`src/hdl/sm4_pkg.sv`:
```
`timescale 1ns / 1ps

package sm4_pkg;

  // Cipher geometry
  localparam int ROUNDS  = 32;
  localparam int RK_AW   = $clog2(ROUNDS);

  typedef logic [31:0]       word_t;
  typedef logic [3:0][31:0]  block_t;   // word 0 at index 0
  typedef logic [RK_AW-1:0]  rk_addr_t;

  // Round key store access, one write and one read port
  typedef struct packed {
    logic     we;
    rk_addr_t waddr;
    word_t    wdata;
    rk_addr_t raddr;
  } rk_req_t;

  // System parameter FK
  localparam word_t FK [4] = '{32'ha3b1bac6, 32'h56aa3350, 32'h677d9197, 32'hb27022dc};

  localparam logic [7:0] SBOX [256] = '{
    8'hd6, 8'h90, 8'he9, 8'hfe, 8'hcc, 8'he1, 8'h3d, 8'hb7,
    8'h16, 8'hb6, 8'h14, 8'hc2, 8'h28, 8'hfb, 8'h2c, 8'h05,
    8'h2b, 8'h67, 8'h9a, 8'h76, 8'h2a, 8'hbe, 8'h04, 8'hc3,
    8'haa, 8'h44, 8'h13, 8'h26, 8'h49, 8'h86, 8'h06, 8'h99,
    8'h9c, 8'h42, 8'h50, 8'hf4, 8'h91, 8'hef, 8'h98, 8'h7a,
    8'h33, 8'h54, 8'h0b, 8'h43, 8'hed, 8'hcf, 8'hac, 8'h62,
    8'he4, 8'hb3, 8'h1c, 8'ha9, 8'hc9, 8'h08, 8'he8, 8'h95,
    8'h80, 8'hdf, 8'h94, 8'hfa, 8'h75, 8'h8f, 8'h3f, 8'ha6,
    8'h47, 8'h07, 8'ha7, 8'hfc, 8'hf3, 8'h73, 8'h17, 8'hba,
    8'h83, 8'h59, 8'h3c, 8'h19, 8'he6, 8'h85, 8'h4f, 8'ha8,
    8'h68, 8'h6b, 8'h81, 8'hb2, 8'h71, 8'h64, 8'hda, 8'h8b,
    8'hf8, 8'heb, 8'h0f, 8'h4b, 8'h70, 8'h56, 8'h9d, 8'h35,
    8'h1e, 8'h24, 8'h0e, 8'h5e, 8'h63, 8'h58, 8'hd1, 8'ha2,
    8'h25, 8'h22, 8'h7c, 8'h3b, 8'h01, 8'h21, 8'h78, 8'h87,
    8'hd4, 8'h00, 8'h46, 8'h57, 8'h9f, 8'hd3, 8'h27, 8'h52,
    8'h4c, 8'h36, 8'h02, 8'he7, 8'ha0, 8'hc4, 8'hc8, 8'h9e,
    8'hea, 8'hbf, 8'h8a, 8'hd2, 8'h40, 8'hc7, 8'h38, 8'hb5,
    8'ha3, 8'hf7, 8'hf2, 8'hce, 8'hf9, 8'h61, 8'h15, 8'ha1,
    8'he0, 8'hae, 8'h5d, 8'ha4, 8'h9b, 8'h34, 8'h1a, 8'h55,
    8'had, 8'h93, 8'h32, 8'h30, 8'hf5, 8'h8c, 8'hb1, 8'he3,
    8'h1d, 8'hf6, 8'he2, 8'h2e, 8'h82, 8'h66, 8'hca, 8'h60,
    8'hc0, 8'h29, 8'h23, 8'hab, 8'h0d, 8'h53, 8'h4e, 8'h6f,
    8'hd5, 8'hdb, 8'h37, 8'h45, 8'hde, 8'hfd, 8'h8e, 8'h2f,
    8'h03, 8'hff, 8'h6a, 8'h72, 8'h6d, 8'h6c, 8'h5b, 8'h51,
    8'h8d, 8'h1b, 8'haf, 8'h92, 8'hbb, 8'hdd, 8'hbc, 8'h7f,
    8'h11, 8'hd9, 8'h5c, 8'h41, 8'h1f, 8'h10, 8'h5a, 8'hd8,
    8'h0a, 8'hc1, 8'h31, 8'h88, 8'ha5, 8'hcd, 8'h7b, 8'hbd,
    8'h2d, 8'h74, 8'hd0, 8'h12, 8'hb8, 8'he5, 8'hb4, 8'hb0,
    8'h89, 8'h69, 8'h97, 8'h4a, 8'h0c, 8'h96, 8'h77, 8'h7e,
    8'h65, 8'hb9, 8'hf1, 8'h09, 8'hc5, 8'h6e, 8'hc6, 8'h84,
    8'h18, 8'hf0, 8'h7d, 8'hec, 8'h3a, 8'hdc, 8'h4d, 8'h20,
    8'h79, 8'hee, 8'h5f, 8'h3e, 8'hd7, 8'hcb, 8'h39, 8'h48
  };

  function automatic word_t rotl(input word_t x, input int n);
    rotl = (x << n) | (x >> (32 - n));
  endfunction

  // Byte-wise S-box substitution
  function automatic word_t sub_word(input word_t w);
    sub_word = {SBOX[w[31:24]], SBOX[w[23:16]], SBOX[w[15:8]], SBOX[w[7:0]]};
  endfunction

  // Linear layer of the data rounds
  function automatic word_t lin_data(input word_t b);
    lin_data = b ^ rotl(b, 2) ^ rotl(b, 10) ^ rotl(b, 18) ^ rotl(b, 24);
  endfunction

  // Linear layer of the key schedule
  function automatic word_t lin_key(input word_t b);
    lin_key = b ^ rotl(b, 13) ^ rotl(b, 23);
  endfunction

  // CK[i]: byte j, most significant first, is (4i + j) * 7 mod 256
  function automatic word_t ck_word(input rk_addr_t i);
    logic [7:0] base;
    word_t      r;
    base = {1'b0, i, 2'b00};
    r    = '0;
    for (int j = 0; j < 4; j++) begin
      r = {r[23:0], 8'((base + 8'(j)) * 8'd7)};
    end
    ck_word = r;
  endfunction

endpackage

```
`src/hdl/sm4_round.sv`:
```
`timescale 1ns / 1ps

// Shared SM4 round: nw = w0 ^ T(w1 ^ w2 ^ w3 ^ rk), T with the data or key linear layer
module sm4_round (
  input  sm4_pkg::block_t words,
  input  sm4_pkg::word_t  rk,
  input  logic            key_mode,
  output sm4_pkg::word_t  nw
);
  import sm4_pkg::*;

  word_t mix;
  word_t sub;

  assign mix = words[1] ^ words[2] ^ words[3] ^ rk;
  assign sub = sub_word(mix);
  assign nw  = words[0] ^ (key_mode ? lin_key(sub) : lin_data(sub));

endmodule

```
`src/hdl/sm4_rk_store.sv`:
```
`timescale 1ns / 1ps

// Round key memory: one write port, one registered read port
module sm4_rk_store (
  input  logic             clk,
  input  sm4_pkg::rk_req_t req,
  output sm4_pkg::word_t   rdata
);
  import sm4_pkg::*;

  word_t mem [ROUNDS];
  word_t rdata_r;

  always_ff @(posedge clk) begin
    if (req.we) begin
      mem[req.waddr] <= req.wdata;
    end
    rdata_r <= mem[req.raddr];
  end

  assign rdata = rdata_r;

endmodule

```
`src/hdl/sm4_block_cipher.sv`:
```
`timescale 1ns / 1ps

// SM4 block cipher, 128-bit block and key.
// Key: four 32-bit words written on the cfg port (index 0..3, word 0 first).
//   Any key write marks the round keys stale; write only while the block is idle.
// Input beat: in_tdata holds the block, word 0 in the low bits; in_tuser is
//   the opcode (0 encrypt, 1 decrypt).
// Output beat: out_tdata holds the result block, word 0 in the low bits.
// Sequence: in_tready is high only while the sequencer is idle. After a beat,
//   a stale key is first expanded, one round key per cycle. Then the prep
//   state fetches the first round key and the shared round unit runs the
//   32 rounds, one per cycle, reading the round key memory. The result is
//   loaded into the output register from the final state once that register
//   is free; a new block is taken only after the last one has been loaded.
// Stall: the output register holds its beat until out_tready. The next block
//   may be taken and processed meanwhile; it waits in its last step until the
//   output register is free.
// Reset: rst_n (synchronous, active low) clears the key to zero, marks the
//   round keys stale and drops out_tvalid.
module sm4_block_cipher (
  input  logic         clk,
  input  logic         rst_n,
  // config write port
  input  logic         cfg_we,
  input  logic [1:0]   cfg_index,
  input  logic [31:0]  cfg_wdata,
  // input stream
  input  logic         in_tvalid,
  output logic         in_tready,
  input  logic [127:0] in_tdata,   // in_word_0, in_word_1, in_word_2, in_word_3
  input  logic         in_tuser,   // opcode
  // output stream
  output logic         out_tvalid,
  input  logic         out_tready,
  output logic [127:0] out_tdata   // out_word_0, out_word_1, out_word_2, out_word_3
);
  import sm4_pkg::*;

  localparam logic [2:0] S_IDLE  = 3'd0;
  localparam logic [2:0] S_KEXP  = 3'd1;
  localparam logic [2:0] S_PREP  = 3'd2;
  localparam logic [2:0] S_CRYPT = 3'd3;
  localparam logic [2:0] S_FIN   = 3'd4;

  localparam rk_addr_t LAST = rk_addr_t'(ROUNDS - 1);

  logic [2:0]  state_r, state_nxt;
  rk_addr_t    cnt_r, cnt_nxt;
  logic        keys_ready_r;
  logic        dec_r;
  word_t       key_word_r [4];
  block_t      k_r;
  block_t      x_r;
  logic        out_valid_r;
  logic [127:0] out_data_r;

  logic        in_beat;
  logic        out_free;
  block_t      rnd_words;
  word_t       rnd_key;
  word_t       rnd_nw;
  word_t       rk_rdata;
  rk_addr_t    rd_round;
  rk_req_t     rk_req;

  assign in_tready = (state_r == S_IDLE);
  assign in_beat   = in_tvalid && in_tready;
  assign out_free  = !out_valid_r || out_tready;

  // Shared round unit: key schedule or data round
  always_comb begin
    if (state_r == S_KEXP) begin
      rnd_words = k_r;
      rnd_key   = ck_word(cnt_r);
    end else begin
      rnd_words = x_r;
      rnd_key   = rk_rdata;
    end
  end

  sm4_round u_round (
    .words    (rnd_words),
    .rk       (rnd_key),
    .key_mode (state_r == S_KEXP),
    .nw       (rnd_nw)
  );

  // Round key memory access; read runs one round ahead of the data path
  assign rd_round = (state_r == S_PREP) ? '0 : cnt_r + 1'b1;

  always_comb begin
    rk_req.we    = (state_r == S_KEXP);
    rk_req.waddr = cnt_r;
    rk_req.wdata = rnd_nw;
    rk_req.raddr = dec_r ? LAST - rd_round : rd_round;
  end

  sm4_rk_store u_store (
    .clk   (clk),
    .req   (rk_req),
    .rdata (rk_rdata)
  );

  // Sequencer
  always_comb begin
    state_nxt = state_r;
    cnt_nxt   = cnt_r;
    unique case (state_r)
      S_IDLE: begin
        cnt_nxt = '0;
        if (in_beat) begin
          state_nxt = keys_ready_r ? S_PREP : S_KEXP;
        end
      end
      S_KEXP: begin
        cnt_nxt = cnt_r + 1'b1;
        if (cnt_r == LAST) begin
          state_nxt = S_PREP;
        end
      end
      S_PREP: begin
        cnt_nxt   = '0;
        state_nxt = S_CRYPT;
      end
      S_CRYPT: begin
        cnt_nxt = cnt_r + 1'b1;
        if (cnt_r == LAST) begin
          state_nxt = S_FIN;
        end
      end
      S_FIN: begin
        if (out_free) begin
          state_nxt = S_IDLE;
        end
      end
      default: begin
        state_nxt = S_IDLE;
      end
    endcase
  end

  // Control registers
  always_ff @(posedge clk) begin
    if (!rst_n) begin
      state_r      <= S_IDLE;
      cnt_r        <= '0;
      keys_ready_r <= 1'b0;
      out_valid_r  <= 1'b0;
      for (int i = 0; i < 4; i++) begin
        key_word_r[i] <= '0;
      end
    end else begin
      state_r <= state_nxt;
      cnt_r   <= cnt_nxt;
      if (cfg_we) begin
        key_word_r[cfg_index] <= cfg_wdata;
        keys_ready_r          <= 1'b0;
      end else if (state_r == S_KEXP && cnt_r == LAST) begin
        keys_ready_r <= 1'b1;
      end
      if (state_r == S_FIN && out_free) begin
        out_valid_r <= 1'b1;
      end else if (out_tready) begin
        out_valid_r <= 1'b0;
      end
    end
  end

  // Datapath registers
  always_ff @(posedge clk) begin
    if (in_beat) begin
      dec_r <= in_tuser;
      for (int i = 0; i < 4; i++) begin
        x_r[i] <= in_tdata[32*i +: 32];
        k_r[i] <= key_word_r[i] ^ FK[i];
      end
    end else if (state_r == S_KEXP) begin
      k_r <= {rnd_nw, k_r[3], k_r[2], k_r[1]};
    end else if (state_r == S_CRYPT) begin
      x_r <= {rnd_nw, x_r[3], x_r[2], x_r[1]};
    end
    // final words reversed: word 3 goes out as word 0
    if (state_r == S_FIN && out_free) begin
      out_data_r <= {x_r[0], x_r[1], x_r[2], x_r[3]};
    end
  end

  assign out_tvalid = out_valid_r;
  assign out_tdata  = out_data_r;

endmodule

```
`config.mk`:
```
export PLATFORM = sky130hd
export DESIGN_NAME = sm4_block_cipher
export DESIGN_NICKNAME = d
export VERILOG_FILES = /design/src/hdl/sm4_pkg.sv /design/src/hdl/sm4_round.sv /design/src/hdl/sm4_rk_store.sv /design/src/hdl/sm4_block_cipher.sv
export SDC_FILE = /design/constraint.sdc
export NUM_CORES = 2
export LEC_CHECK = 0
export ABC_AREA = 1
export BUFFER_PORTS_ARGS = -buffer_cell sky130_fd_sc_hd__buf_4
export CORE_UTILIZATION = 57
export DETAILED_ROUTE_END_ITERATION = 7
export PLACE_DENSITY = 0.8
export SLEW_MARGIN = 20
export SYNTH_ARGS = -nofsm -noshare
export SYNTH_HDL_FRONTEND = slang
export SYNTH_SLANG_ARGS = --single-unit
```
`constraint.sdc`:
```
create_clock -name clk -period 16.95 [get_ports clk]
set_clock_uncertainty 0.1 [all_clocks]
set_input_delay 0.8475 -clock clk [delete_from_list [all_inputs] [get_ports clk]]
set_output_delay 0.8475 -clock clk [all_outputs]
set_load 0.05 [all_outputs]
```
# ---- Word level (Yosys, flattened, before mapping)
# Memories as Yosys holds them, arrays and structs flattened. A register that Yosys moved wholly into a read port is not among the register bits.
# Index checks and enable logic that the tools add are counted.
dict set report op_classes {
  add_sub_neg 5
  eq_ne 10
  magnitude_cmp 4
  bitwise_logic 25
  mux 36
  reduce_logical 16
  mul 4
}
# operator count
set op_table {}
lappend op_table {{$mux W128} 6}
lappend op_table {{$xor A32 B32 Y32} 10}
lappend op_table {{$mux W32} 3}
lappend op_table {{$mux W8} 8}
lappend op_table {{$ge A9 B9 Y1 const B} 4}
lappend op_table {{$not A8 Y9} 4}
lappend op_table {{$or A32 B10 Y32} 1}
lappend op_table {{$or A32 B13 Y32} 1}
lappend op_table {{$or A32 B18 Y32} 1}
lappend op_table {{$or A32 B2 Y32} 1}
lappend op_table {{$or A32 B23 Y32} 1}
lappend op_table {{$or A32 B24 Y32} 1}
lappend op_table {{$reduce_or A32 Y1} 1}
lappend op_table {{$not A14 Y14} 2}
lappend op_table {{$mul A8 B3 Y8 const B} 3}
lappend op_table {{$not A19 Y19} 1}
lappend op_table {{$not A17 Y17} 1}
lappend op_table {{$add A7 B2 Y8 const B} 2}
lappend op_table {{$pmux W3 S5} 1}
lappend op_table {{$mux W3} 4}
lappend op_table {{$mux W5} 2}
lappend op_table {{$pmux W5 S2} 1}
lappend op_table {{$mux W1} 9}
lappend op_table {{$add A7 B1 Y8 const B} 1}
lappend op_table {{other kinds (19)} 31}
dict set report totals {
  memories 6
  reg_bits 395
  word_cells 120
  input_bits 168
  mem_bits_ro 8192
  ramBits 1152
}
# memory depth word_bits read_ports rd_ports_with_merged_regs write_ports line_no
set mem_list {}
lappend mem_list {{(no name shown)} 256 8 1 0 0 sm4_pkg.sv:65} ;# sub_word = {SBOX[w[31:24]], SBOX[w[23:16]], SBOX[w[15:8]], SBOX[w[7:0]]};
lappend mem_list {{(no name shown)} 256 8 1 0 0 sm4_pkg.sv:65}
lappend mem_list {{(no name shown)} 256 8 1 0 0 sm4_pkg.sv:65}
lappend mem_list {{(no name shown)} 256 8 1 0 0 sm4_pkg.sv:65}
lappend mem_list {u_store.mem 32 32 1 1 1 sm4_rk_store.sv:11} ;# word_t mem [ROUNDS];
lappend mem_list {key_word_r 4 32 4 0 4 sm4_block_cipher.sv:51} ;# word_t key_word_r [4];

# ---- Depth between registers and ports, before layout
dict set report depth {
  ltp_word 19
  mapped_depth 34
}

# ---- Hierarchy
# Synthesis repeated with hierarchy kept, for this count alone.
dict set report hier_totals {
  cells_unflattened 9426
  hier_area_um2 82670.5
}
# module seq_area_each_um2 cells_per_inst n_inst area_per_inst_um2
set by_module_without_submodules {}
lappend by_module_without_submodules {sm4_rk_store 31390.1 3536 1 42405.7}
lappend by_module_without_submodules {sm4_block_cipher 15605.0 2024 1 22142.5}
lappend by_module_without_submodules {sm4_round 0.0 3866 1 18122.4}

# ---- Worst setup path before layout
# Ideal clock, no wire load.
dict set report synth_path {
  path_type {input to register}
  start {input port out_tready}
  end {register out_data_r[0] (netlist: out_tdata[0]), enable pin}
  slack_ns 2.990
  arrival_ns 12.930
  path_stages 2
  t_required_ns 15.920
  path_cell_list {nor2_1 > nor4_1}
}
dict set report synth_between {
  elab_chain_cells 2
}
# element line_no
set synth_lines {}
lappend synth_lines {{start, declared} sm4_block_cipher.sv:34} ;# input logic out_tready,
lappend synth_lines {{$logic_or A1 B1 Y1} sm4_block_cipher.sv:68} ;# assign out_free = !out_valid_r || out_tready;
lappend synth_lines {{$logic_and A1 B1 Y1} sm4_block_cipher.sv:183} ;# if (state_r == S_FIN && out_free) begin
lappend synth_lines {{end signal, assigned} sm4_block_cipher.sv:184} ;# out_data_r <= {x_r[0], x_r[1], x_r[2], x_r[3]};
lappend synth_lines {{end, declared} sm4_block_cipher.sv:55} ;# logic [127:0] out_data_r;
# Every way passes these cells.
# A chain may end at the register's enable or synchronous reset.

==> results.md <==
- Status: finished with violations
- Failing checks: DRC
- Startpoint Class: flip-flop
- HP Start: in_tuser
- CTS Sinks: about 1600
- Slew HR: 19.2%
- Setup tns final: 0 ps
- Initial antenna violation count: 22
- Crit path kind: reg -> reg
- R2R depth: 25
- TritonRoute pass-1 iters: 8
- First-pass GRT wire length: around 450000 microns
- Synthesized instance count: between 8000 and 9000
- Vias in the first global route: approximately 67000
- Share of layout cells above drive strength 1: around a tenth
- Final #Nets: roughly 9000
- Cell area after synthesis: 0.0809 sq mm
- Die Area: around 0.14 sq mm
- Vias per inst: 6.66
- Critical path arrival: 8350 ps
- RR Endpoint: u_store.mem[5][4]
- Minimum clock period after layout: approximately 8000 ps
- Crit path capture type: flip-flop
- HPWL after DPL: roughly 210000 microns
- Commonest non-fill, non-tap cell in the layout: nand2_1
- Setup violators final: 0
- Largest net degree at the start of global routing: 198
- Most frequent cells in the layout: 2373 x nand2_1, 1537 x edfxtp_1, 1487 x nand3_1, 776 x nor2_1, 720 x o21ai_0
- Grt ovf: 0
- Final Wtd Congestion: around 1.1
- # hold bufs at CTS: 0
- Global Route met3 Usage: between 10 and 15%
- Mean Syn Cell Area: approximately 9 sq um
- Post-synthesis sequential area ratio: between 50% and 60%
- Unrepaired setup endpoints after global routing: no
- Reg2Reg Launch Point: state_r[2]
- CP Max Fanout: between 50 and 60
- Die Width: between 300 and 400 microns
- FFs w/ async S/R, synth: 0%
- Die H: between 300 and 400 microns
- Post-Layout Cell Count: approximately 11000
- Synthesized flop and latch total: about 1600
- Root buf cell: clkbuf_16
- Met1 usage: roughly 58%
- CTS tree: yes
- Reg clk slew, reported paths: ~70 ps
- Hold Path Depth: 1
- DRC errors left: 1
- Reg area: between 0.04 and 0.05 sq mm
- Final period utilization: between 40% and 50%
- CTS Buf Count: 153
- Routed Antenna Nets: 0
- Syn nets: 8979
- Min-Delay Path Class: in -> reg
- Starting DRT DRC Count: 13600
- Detailed-route wire length: ~320000 microns
- Core area: between 0.1 and 0.15 sq mm
- Warnings from Yosys: 0
- R2R Setup Slk: 8940 ps
- GRT busiest layer: met2
- Clock latency on the worst-skew pair: about 850 ps
- Slowest cell on crit path: and2_1
- I/O Buffers: just under 300
- Main synth FF type: edfxtp_1
- Hold EP: dec_r
- WHS: between 100 and 150 ps
- H-tree Lvls: 4
- Fmax: between 100 and 150 MHz
- CP max stage delay: around 920 ps
- Pre-CTS setup slack: between 9000 and 10000 ps
- Fillcell total: ~11000
- Final hold violations: 0
- Placed instance count: 10500
- Post-synth EDFFs: between 1500 and 2000
- Routed WL per cell: just under 30 microns
- Measured slew at the worst slew-check pin: about 1200 ps
- Fin. max-slew vios: 0
- Post-CTS setup buffers: 0
- Via count: 71900
- CP delay by family, top: simple AND/OR/NAND/NOR gates
- Synth-to-layout area growth: 10.7%
- Max Buffers Root-to-Sink: 3
- Synth cell types: 55
- I/O pins: 298
- Worst Path Required: around 17000 ps
- Max Cap Viol: 0
- # rows: ~140
- GRT Resource Usage Total: a little over two fifths
- Multi-input logic area: approximately 0.030 sq mm
- WP buf/inv: 5
- Crit path top cell by count: nand3_1
- Initial Utilization: between 50% and 60%
- Post-route setup slack: roughly 8900 ps
- CTS resizes: 0
- Met2 usage: 64.3%
## stage by stage
| stage | util (%) | instance area (sq um) |
|---|---|---|
| 2_1_floorplan | - | 80900 |
| 3_3_place_gp | 60.2 | 84300 |
| 3_5_place_dp | 60.2 | 84400 |
| 4_1_cts | 63.8 | 89400 |
| 5_1_grt | 63.9 | 89500 |
| 6_report | 63.9 | 89500 |
## registers in the layout, summed over array words and instances (netlist names)
name	count
out_tvalid	1
state_r	3
out_tdata	128
u_store.mem	1024
key_word_r	128
x_r	128
u_store.rdata	32
cnt_r	5
dec_r	1
k_r	128
keys_ready_r	1
## cell families (layout without fill, tap and decap cells)
| kind of cell | after synthesis | in the layout | synth area share [%] |
|---|---|---|---|
| buffers and inverters | 893 | 1055 | 4.75 |
| multiplexers | 5 | 5 | 0.0619 |
| AND/OR/NAND/NOR | 4895 | 4895 | 25.8 |
| adder cells (fa/ha/maj) | 65 | 65 | 1.08 |
| XOR/XNOR | 102 | 102 | 1.27 |
| flip-flops | 1579 | 1579 | 58.1 |
| AO/OA/AOI/OAI | 1207 | 1207 | 8.87 |
| other | 0 | 13 | 0 |
## final cells by class
cell class	count	area share, %
flip-flops and latches	1579	52.5
multi-input cells	6274	34.1
clock buffers	200	4.57
repair buffers	415	3.58
well taps	1876	2.62
inverters	357	1.53
clock inverters	83	1.07
diodes	13	0.0364
## Yosys cell counts (2+ instances only)
master     instances  area, sq um
o221ai_1         188         1650
nand2_4            6         67.6
a21o_1             2         15.0
edfxtp_1        1537        46200
nand2_2           79          494
xor2_2             9          146
o211ai_1          65          488
ha_1              57          713
nand3_1         1487         7440
buf_8              2         30.0
or2_1              2         12.5
and2_1            32          200
a31oi_1           58          363
nor2_2             5         31.3
buf_1             29          109
inv_1            320         1200
o21ai_2            4         35.0
or2_2             48          300
o2111ai_1          2         17.5
buf_4             31          233
buf_6             20          225
o21ai_1           16         80.1
o21ai_0          722         3610
nand3_2            9         90.1
o22ai_1           68          425
o211a_1            8         80.1
fa_1               8          160
nand4_1           14         87.6
xor2_1            48          420
mux2i_1            5         50.1
xnor2_1           38          333
a311oi_1           8         70.1
xnor2_2            6         97.6
dfxtp_1           42          841
clkbuf_1         310         1160
a21oi_1           65          325
nand2_1         2381         8940
buf_2            143          716
nor2_1           810         3040
nor2_4             3         33.8
inv_2             34          128
nand3b_1          12         90.1
## layer usage
layer  wire (microns)  part of all wire [%]  vias to the layer above
li1                 -                     -                    30600
met1           113000                    35                    34000
met2           138000                    43                     6103
met3            45100                    14                     1225
met4            23800                   7.4                       14
met5               93                 0.029                        -
## worst register-to-register path, stage by stage, from the launching register on
cell,delay [ps]
dfxtp_1,450
inv_6,160
nand2_4,90
nor2_8,340
buf_4,690
nand2_1,670
o21ai_1,440
inv_1,100
nand3_1,160
nand2_2,360
nand2_1,740
nand2_1,360
nand3_1,160
nand3_1,90
nand3_1,140
nand3_1,80
nand3_1,180
nand2_2,240
inv_2,200
nand2_1,70
nand2_1,260
inv_1,170
nand2_1,100
nand3_1,190
nand3_1,180
and2_1,920
## how the worst max path moves through the flow
stage               start                   to  cells past startpoint
2_1_floorplan  out_tready         out_tdata[0]                      2
3_3_place_gp   state_r[2]  u_store.mem[11][30]                     25
3_5_place_dp   state_r[0]  u_store.mem[30][26]                     24
4_1_cts        state_r[2]    u_store.mem[8][4]                     25
5_1_grt        state_r[2]  u_store.mem[17][30]                     24
6_report       state_r[2]    u_store.mem[5][4]                     25
Power is not shown: default switching activity piles up to over one toggle a cycle in this logic, so the estimate is an artifact.
